### src/rtl/bpfa_pkg.sv
package bpfa_pkg;

  // Default geometry of the free-page bitmap
  localparam int unsigned NUM_WORDS_DEF = 512;
  localparam int unsigned WORD_BITS_DEF = 64;

  // Fixed field widths
  localparam int PAGE_W = 15;
  localparam int STEP_W = 5;

  // Request codes
  localparam logic OP_ALLOC = 1'b0;
  localparam logic OP_FREE  = 1'b1;

  // Result status codes
  typedef enum logic [1:0] {
    ST_OK      = 2'd0,
    ST_NO_FREE = 2'd1,
    ST_RANGE   = 2'd2,
    ST_DUP     = 2'd3
  } status_t;

  // Datapath actions, one per control word
  typedef enum logic [4:0] {
    ACT_NONE,
    ACT_CLEAR,
    ACT_ACCEPT,
    ACT_READ_HINT,
    ACT_CLEAR_HINT,
    ACT_READ_SCAN,
    ACT_SCAN_STEP,
    ACT_FIND_GROUP,
    ACT_SET_HINT,
    ACT_RES_EMPTY,
    ACT_DIV_EST,
    ACT_DIV_FIX,
    ACT_READ_PAGE,
    ACT_FREE_COMMIT,
    ACT_RES_RANGE,
    ACT_RES_DUP,
    ACT_EMIT
  } act_t;

  // Sequencing: advance, branch on flag, or wait on flag
  typedef enum logic [1:0] {
    JMP_NEXT,
    JMP_IF,
    JMP_HOLD
  } jmp_t;

  // Condition flags the sequencer can test
  typedef enum logic [3:0] {
    F_ALWAYS,
    F_CLR_MORE,
    F_IN_FIRE,
    F_IS_FREE,
    F_COUNT_ZERO,
    F_COUNT_ONE,
    F_SCAN_MORE,
    F_WORD_ZERO,
    F_OUT_RANGE,
    F_BIT_SET,
    F_OUT_FREE
  } flag_t;

  typedef logic [STEP_W-1:0] step_t;

  typedef struct packed {
    act_t  act;
    jmp_t  jmp;
    flag_t flag;
    step_t target;
  } uword_t;

  typedef struct packed {
    logic clr_more;
    logic in_fire;
    logic is_free;
    logic count_zero;
    logic count_one;
    logic scan_more;
    logic word_zero;
    logic out_range;
    logic bit_set;
    logic out_free;
  } flags_t;

  // Program step addresses
  localparam step_t S_CLR    = 5'd0;
  localparam step_t S_IDLE   = 5'd1;
  localparam step_t S_DISP   = 5'd2;
  localparam step_t S_A0     = 5'd3;
  localparam step_t S_A1     = 5'd4;
  localparam step_t S_A2     = 5'd5;
  localparam step_t S_S0     = 5'd6;
  localparam step_t S_S1     = 5'd7;
  localparam step_t S_S2     = 5'd8;
  localparam step_t S_S3     = 5'd9;
  localparam step_t S_AEMPTY = 5'd10;
  localparam step_t S_F0     = 5'd11;
  localparam step_t S_F1     = 5'd12;
  localparam step_t S_F2     = 5'd13;
  localparam step_t S_F3     = 5'd14;
  localparam step_t S_F4     = 5'd15;
  localparam step_t S_FRANGE = 5'd16;
  localparam step_t S_FDUP   = 5'd17;
  localparam step_t S_EMIT   = 5'd18;

  function automatic uword_t uw_make(act_t a, jmp_t j, flag_t f, step_t t);
    uword_t w;
    w.act    = a;
    w.jmp    = j;
    w.flag   = f;
    w.target = t;
    return w;
  endfunction

  // Control store
  function automatic uword_t ucode(step_t s);
    uword_t w;
    case (s)
      // clear the bitmap one word per step after reset
      S_CLR:    w = uw_make(ACT_CLEAR,       JMP_IF,   F_CLR_MORE,   S_CLR);
      S_IDLE:   w = uw_make(ACT_ACCEPT,      JMP_HOLD, F_IN_FIRE,    S_DISP);
      S_DISP:   w = uw_make(ACT_NONE,        JMP_IF,   F_IS_FREE,    S_F0);
      // allocate
      S_A0:     w = uw_make(ACT_NONE,        JMP_IF,   F_COUNT_ZERO, S_AEMPTY);
      S_A1:     w = uw_make(ACT_READ_HINT,   JMP_NEXT, F_ALWAYS,     S_CLR);
      S_A2:     w = uw_make(ACT_CLEAR_HINT,  JMP_IF,   F_COUNT_ONE,  S_EMIT);
      S_S0:     w = uw_make(ACT_READ_SCAN,   JMP_NEXT, F_ALWAYS,     S_CLR);
      S_S1:     w = uw_make(ACT_SCAN_STEP,   JMP_IF,   F_SCAN_MORE,  S_S0);
      S_S2:     w = uw_make(ACT_FIND_GROUP,  JMP_IF,   F_WORD_ZERO,  S_EMIT);
      S_S3:     w = uw_make(ACT_SET_HINT,    JMP_IF,   F_ALWAYS,     S_EMIT);
      S_AEMPTY: w = uw_make(ACT_RES_EMPTY,   JMP_IF,   F_ALWAYS,     S_EMIT);
      // free
      S_F0:     w = uw_make(ACT_DIV_EST,     JMP_IF,   F_OUT_RANGE,  S_FRANGE);
      S_F1:     w = uw_make(ACT_DIV_FIX,     JMP_NEXT, F_ALWAYS,     S_CLR);
      S_F2:     w = uw_make(ACT_READ_PAGE,   JMP_NEXT, F_ALWAYS,     S_CLR);
      S_F3:     w = uw_make(ACT_NONE,        JMP_IF,   F_BIT_SET,    S_FDUP);
      S_F4:     w = uw_make(ACT_FREE_COMMIT, JMP_IF,   F_ALWAYS,     S_EMIT);
      S_FRANGE: w = uw_make(ACT_RES_RANGE,   JMP_IF,   F_ALWAYS,     S_EMIT);
      S_FDUP:   w = uw_make(ACT_RES_DUP,     JMP_IF,   F_ALWAYS,     S_EMIT);
      // hand the result to the output register
      S_EMIT:   w = uw_make(ACT_EMIT,        JMP_HOLD, F_OUT_FREE,   S_IDLE);
      default:  w = uw_make(ACT_NONE,        JMP_IF,   F_ALWAYS,     S_IDLE);
    endcase
    return w;
  endfunction

endpackage

### src/rtl/bpfa_seq.sv
module bpfa_seq (
  input  logic              clk,
  input  logic              rst,
  input  bpfa_pkg::flags_t  flags,
  output bpfa_pkg::uword_t  uw
);

  bpfa_pkg::step_t step;
  bpfa_pkg::step_t step_next;
  logic            cond;

  // Fetch the control word of the current step
  assign uw = bpfa_pkg::ucode(step);

  // Select the tested flag
  always_comb begin
    case (uw.flag)
      bpfa_pkg::F_ALWAYS:     cond = 1'b1;
      bpfa_pkg::F_CLR_MORE:   cond = flags.clr_more;
      bpfa_pkg::F_IN_FIRE:    cond = flags.in_fire;
      bpfa_pkg::F_IS_FREE:    cond = flags.is_free;
      bpfa_pkg::F_COUNT_ZERO: cond = flags.count_zero;
      bpfa_pkg::F_COUNT_ONE:  cond = flags.count_one;
      bpfa_pkg::F_SCAN_MORE:  cond = flags.scan_more;
      bpfa_pkg::F_WORD_ZERO:  cond = flags.word_zero;
      bpfa_pkg::F_OUT_RANGE:  cond = flags.out_range;
      bpfa_pkg::F_BIT_SET:    cond = flags.bit_set;
      bpfa_pkg::F_OUT_FREE:   cond = flags.out_free;
      default:                cond = 1'b0;
    endcase
  end

  // Advance, branch or wait
  always_comb begin
    case (uw.jmp)
      bpfa_pkg::JMP_NEXT: step_next = step + bpfa_pkg::STEP_W'(1);
      bpfa_pkg::JMP_IF:   step_next = cond ? uw.target : step + bpfa_pkg::STEP_W'(1);
      bpfa_pkg::JMP_HOLD: step_next = cond ? uw.target : step;
      default:            step_next = bpfa_pkg::S_IDLE;
    endcase
  end

  always_ff @(posedge clk) begin
    if (rst) begin
      step <= bpfa_pkg::S_CLR;
    end else begin
      step <= step_next;
    end
  end

endmodule

### config.mk
export PLATFORM = sky130hd
export DESIGN_NAME = bpfa_seq
export DESIGN_NICKNAME = d
export VERILOG_FILES = /design/src/rtl/bpfa_pkg.sv /design/src/rtl/bpfa_seq.sv
export SDC_FILE = /design/constraint.sdc
export NUM_CORES = 1
export LEC_CHECK = 0
export ABC_CLOCK_PERIOD_IN_PS = 2900
export BUFFER_PORTS_ARGS = -buffer_cell sky130_fd_sc_hd__clkbuf_2
export CORE_MARGIN = 10
export CORE_UTILIZATION = 50
export CTS_CLUSTER_DIAMETER = 40
export CTS_CLUSTER_SIZE = 28
export DETAILED_ROUTE_END_ITERATION = 8
export GPL_ROUTABILITY_DRIVEN = 0
export GPL_TIMING_DRIVEN = 0
export HOLD_SLACK_MARGIN = 0.05
export PLACE_DENSITY = 0.79
export SKIP_CTS_REPAIR_TIMING = 1
export SYNTH_ARGS = -nofsm -noshare
export SYNTH_HDL_FRONTEND = slang
export SYNTH_SLANG_ARGS = --single-unit
### constraint.sdc
create_clock -name clk -period 2.9 [get_ports clk]
set_clock_uncertainty 0.1 [all_clocks]
set_input_delay 0.29 -clock clk [delete_from_list [all_inputs] [get_ports clk]]
set_output_delay 0.29 -clock clk [all_outputs]
set_load 0.01 [all_outputs]
Word level (Yosys, flattened, before mapping). Memories as Yosys holds them, arrays and structs flattened. A register that Yosys moved wholly into a read port is not among the register bits. Index checks and enable logic that the tools add are counted.

Reduce and logical (&&, ||, !) cells: 2. Add/sub/neg operators: 1. Multiplexer cells: 6. Equality and inequality tests: 13.

Operators with widths (number): two-way mux 5 bit (4); equality test 4 x 3 -> 1 bit (second input constant) (4); one-hot mux 5 bit (3 select lines) (1); equality test 4 bit (second input constant) (3); one-hot mux 1 bit (11 select lines) (1); equality test 4 x 2 -> 1 bit (second input constant) (2); adder 5 x 1 -> 5 bit (second input constant) (1); equality test 4 x 1 -> 1 bit (second input constant) (1); zero test 4 bit (1); equality test 2 x 1 -> 1 bit (second input constant) (1); equality test 2 bit (second input constant) (1); zero test 2 bit (1); != test 2 bit (second input constant) (1).

Memories kept: 1. Bits of input ports: 12. Output and inout port bits: 16. Register bits after elaboration: 5. Memory bits (read-only): 512.

Memory list: (name not given) (words 32, width 16, read ports 1, clocked after memory_dff 1, write ports 0, RTL line bpfa_pkg.sv:121) `case (s)`.

Logic depth before layout (Yosys ltp).
Depth in word-level cells: 6. Mapped depth: 14. Depth with buffers taken out: 13.

Worst setup path after synthesis. Ideal clock, no wire load.

Path kind: register -> register. Start point: register, netlist name uw[7]. End point: register, netlist name uw[11]. Slack: -0.205 ns. Path buffers: 1. Clock period less this slack: 3.105 ns. Setup time: 0.122 ns. Arrival time: 2.883 ns. Stages on the path, launching flop included: 13. Data required time: 2.678 ns. Cells stage by stage: dfxtp_1 -> mux2_1 -> nand3_1 -> a31oi_4 -> or2_1 -> buf_6 -> mux2i_1 -> o211a_1 -> or2_1 -> ha_1 -> a21oi_1 -> a2111oi_4 -> a311o_1.

Word-level cells in the longest chain between the ends: 6. Elaborated cells between the ends (all ways): 17. Those cells by class: 11 x eq/ne; 5 x mux; 1 x reduce/logical.

Ends and longest elaborated chain: equality test 4 bit (tied with other cells) (RTL line bpfa_seq.sv:17) `case (uw.flag)`; one-hot mux 1 bit (11 select lines) (*) (RTL line bpfa_seq.sv:17); two-way mux 5 bit (RTL line bpfa_seq.sv:37) `bpfa_pkg::JMP_IF: step_next = cond ? uw.target : step + bpfa_pkg::STEP_W'(1);`; one-hot mux 5 bit (3 select lines) (RTL line bpfa_seq.sv:35) `case (uw.jmp)`; two-way mux 5 bit (no line) (*) (2 in series).

Every way passes the cells marked *; elsewhere a longest branch is shown, timed or not. A chain may end at the register's enable or synchronous reset.

Worst setup path after layout.
Start point: register, netlist name uw[5]. End point: register, netlist name uw[12].

Word-level cells in the longest chain between the ends: 6. Elaborated cells between the ends (all ways): 17. Those cells by class: 11 x eq/ne; 5 x mux; 1 x reduce/logical.

Ends and longest elaborated chain (RTL line): equality test 4 bit (tied with other cells) (bpfa_seq.sv:17); one-hot mux 1 bit (11 select lines) (*) (bpfa_seq.sv:17); two-way mux 5 bit (bpfa_seq.sv:37); one-hot mux 5 bit (3 select lines) (bpfa_seq.sv:35); two-way mux 5 bit (no line) (*) (2 in series).

Marked as above.

==> metrics.yaml <==
run_status:
  outcome: "finished clean"
layout:
  diodes: 0
  area.growth.synth_to_final_pct: 30.6
  fin_area_mm2: 0.00206
  final_common_cell: "clkbuf_2"
  fin_nets: 242
  multi_input_area_mm2: 0.00121
  drive_gt1_frac: 0.403
  regArea_um2: 430
  post-route-util: 0.682
  fillerInstances: 238
  final_cell_mix: "29 x clkbuf_2, 17 x dfxtp_1, 10 x buf_4"
critical_path:
  r2r_end: "uw[12]$_DFF_P_"
  critPathArrivalTime_ns: 3.02
  cp-start-kind: "register"
  crit_fanout: 6
  rr_startpoint: "uw[5]$_SDFF_PP0_"
  path_cells: "and2b_1 > o221ai_2 > a22o_1 > or2_1 > buf_6 > mux2i_1 > o211a_1 > or2_4 > ha_4 > nor3_1 > o31a_1 > nor3_2"
  max_stage_delay_ns: 0.39
  crit_type: "register to register"
  reg2reg_depth: 12
  crit_slowest_cell: "dfxtp_4"
  ff2ff_setup_slack_ns: 0.02
  cp-end-kind: "register"
  cp.buffers_inverters: 1
  crit_family: "compound AO/OA/AOI/OAI gates"
  cp-startpoint: "uw[5]$_SDFF_PP0_"
  critPathRequiredTime_ns: 3.04
power:
  power.leakage_nw: 0.807
  total_power_mw: 2.22
  vdd_drop_max_mv: 0.582
  p_per_area_mw_per_mm2: 1080
sta:
  fin_hold_ws_ns: 0.213
  rsz0062_at_grt: "yes"
  fmax_ghz: 0.347
  fin_crit_sh: 0.993
  finalCriticalPeriod_ns: 2.88
  relSlewSlack: 0.530
  setup_ws_ns: 0.0201
  slew_viol_final: 0
  tightest_slew_ns: 0.705
  report.final.hold_viol_count: 0
  setup_viol: 0
route:
  drc_errors: 0
  drtAntennaViolNets: 0
  drtIter0Drc: 128
  dr.pass1.iters: 4
  via_per_inst: 5.91
  wire_per_inst_um: 16.4
  vias: 1567
  drt-total-wl_mm: 4.34
logic_synthesis:
  ys.flop_type: "dfxtp_1"
  yosysTopAreaCellShare: 0.266
  ys_warn_count: 0
  synthesis.area_mm2: 0.00158
  ys_seq_area_frac: 0.266
  ys_types: 58
  synth_edf_count: 0
  synth-async-reset-ratio: 0
  synth_area_leaders: "dfxtp_1 27%, ha_1 6.3%, buf_6 3.6%"
  syn_inst: 179
  synth_nets: 199
  syn_avg_cell_area_um2: 8.83
  synth_top_area_cell: "dfxtp_1"
  synth-seq-cells: 21
hold_path:
  min_path_cells: 3
  min_path_type: "input pin to register"
  hold_end: "step[0]$_SDFFE_PP0N_"
  hold_path.startpoint: "rst"
cts:
  cts_sinks: 21
  cts.htree.levels: 1
  cts_buffer_depth: 2
  clk_pin_slew_worst_paths_ns: 0.11
  cts_root_buf: "clkbuf_4"
  cts_tree: "built"
  cts_buffers: 3
  clk_latency_ns: 0.31
die:
  die-area_mm2: 0.00581
  num_rows: 20
  core_area_mm2: 0.00303
  die_x_um: 76.2
  die_y_um: 76.2
  io_pins: 28
  start_util: 0.522
placed_design:
  dp_slack_ns: -0.234
  dp_hpwl_mm: 3.08
  portBuffers: 27
  dpl_cell_area_mm2: 0.00179
global_routing:
  grt_pass1_vias: 1330
  grt_pass1_wl_mm: 6.64
  antenna_found_initial: 0
  overflow: 0
  grt_usage: 0.133
  grt_max_degree: 13
run:
  drv_cap: 0
## registers in the layout (all words and copies together) (netlist names)
register and count:
uw 16, step 5
## power by group
group	leakage, nW	internal (mW)	total [mW]	switching [mW]
Sequential	0.174	0.390	0.476	0.0855
Combinational	0.615	0.764	1.61	0.845
Clock	0.0177	0.0516	0.139	0.0872
Total	0.807	1.21	2.22	1.02
## cells by family (layout without fill, tap and decap cells)
kind of cell	count (synthesis)	in the layout	share of synthesized area
and+or+nand+nor	62	62	0.226
DFF	21	21	0.266
muxes	7	7	0.0538
xor gates and xnor gates	2	2	0.0111
buffers and inverters	22	64	0.0760
adders and majority gates	8	8	0.0633
AOI/OAI and AO/OA	57	57	0.304
## worst max-delay path by stage
stage / endpoint / slack, ns / cells past startpoint
4_1_cts: uw[8]$_DFF_P_ / -0.25 / 13
3_5_place_dp: uw[8]$_DFF_P_ / -0.23 / 13
2_1_floorplan: uw[11]$_DFF_P_ / 0.002 / 12
3_3_place_gp: uw[8]$_DFF_P_ / -0.21 / 13
6_report: uw[12]$_DFF_P_ / 0.02 / 12
5_1_grt: uw[12]$_DFF_P_ / -0.12 / 12
## worst reg2reg max path, stage by stage (launching register included)
cell and delay (ns):
dfxtp_4 0.39, and2b_1 0.14, o221ai_2 0.09, a22o_1 0.26, or2_1 0.24, buf_6 0.13
mux2i_1 0.11, o211a_1 0.27, or2_4 0.33, ha_4 0.31, nor3_1 0.05, o31a_1 0.28
nor3_2 0.10
## metrics by stage
step,instances,TNS [ns]
2_1_floorplan,179,0
3_3_place_gp,250,-0.987
3_5_place_dp,250,-1.29
4_1_cts,254,-1.46
5_1_grt,265,-0.671
6_report,265,0
## synth_stat cells, drive strengths merged, types with 4 or more instances
master	number
dfxtp	21
inv	12
nand2	12
a21oi	11
nor2	11
a31oi	10
ha	8
nor3	8
nand3	7
o21ai	7
buf	5
clkbuf	5
o211a	5
mux2i	4
## layer usage
| metal | vias to the layer above | GRT usage | part of all wire |
|---|---|---|---|
| li1 | 763 | - | - |
| met1 | 745 | 0.175 | 0.43 |
| met2 | 52 | 0.212 | 0.50 |
| met3 | 7 | 0.0259 | 0.059 |
| met4 | 0 | 0.0428 | 0.016 |
| met5 | - | 0 | 0 |
## area by class of cell
type / count / area share
plain buffers: 10 / 0.0370
well taps: 44 / 0.0267
flip-flops and latches: 21 / 0.208
clock inverters: 1 / 0.00242
inverters: 12 / 0.0242
repair buffers: 38 / 0.104
multi-input cells: 136 / 0.586
clock buffers: 3 / 0.0109
Note: power is estimated with default switching activity, not from simulation.
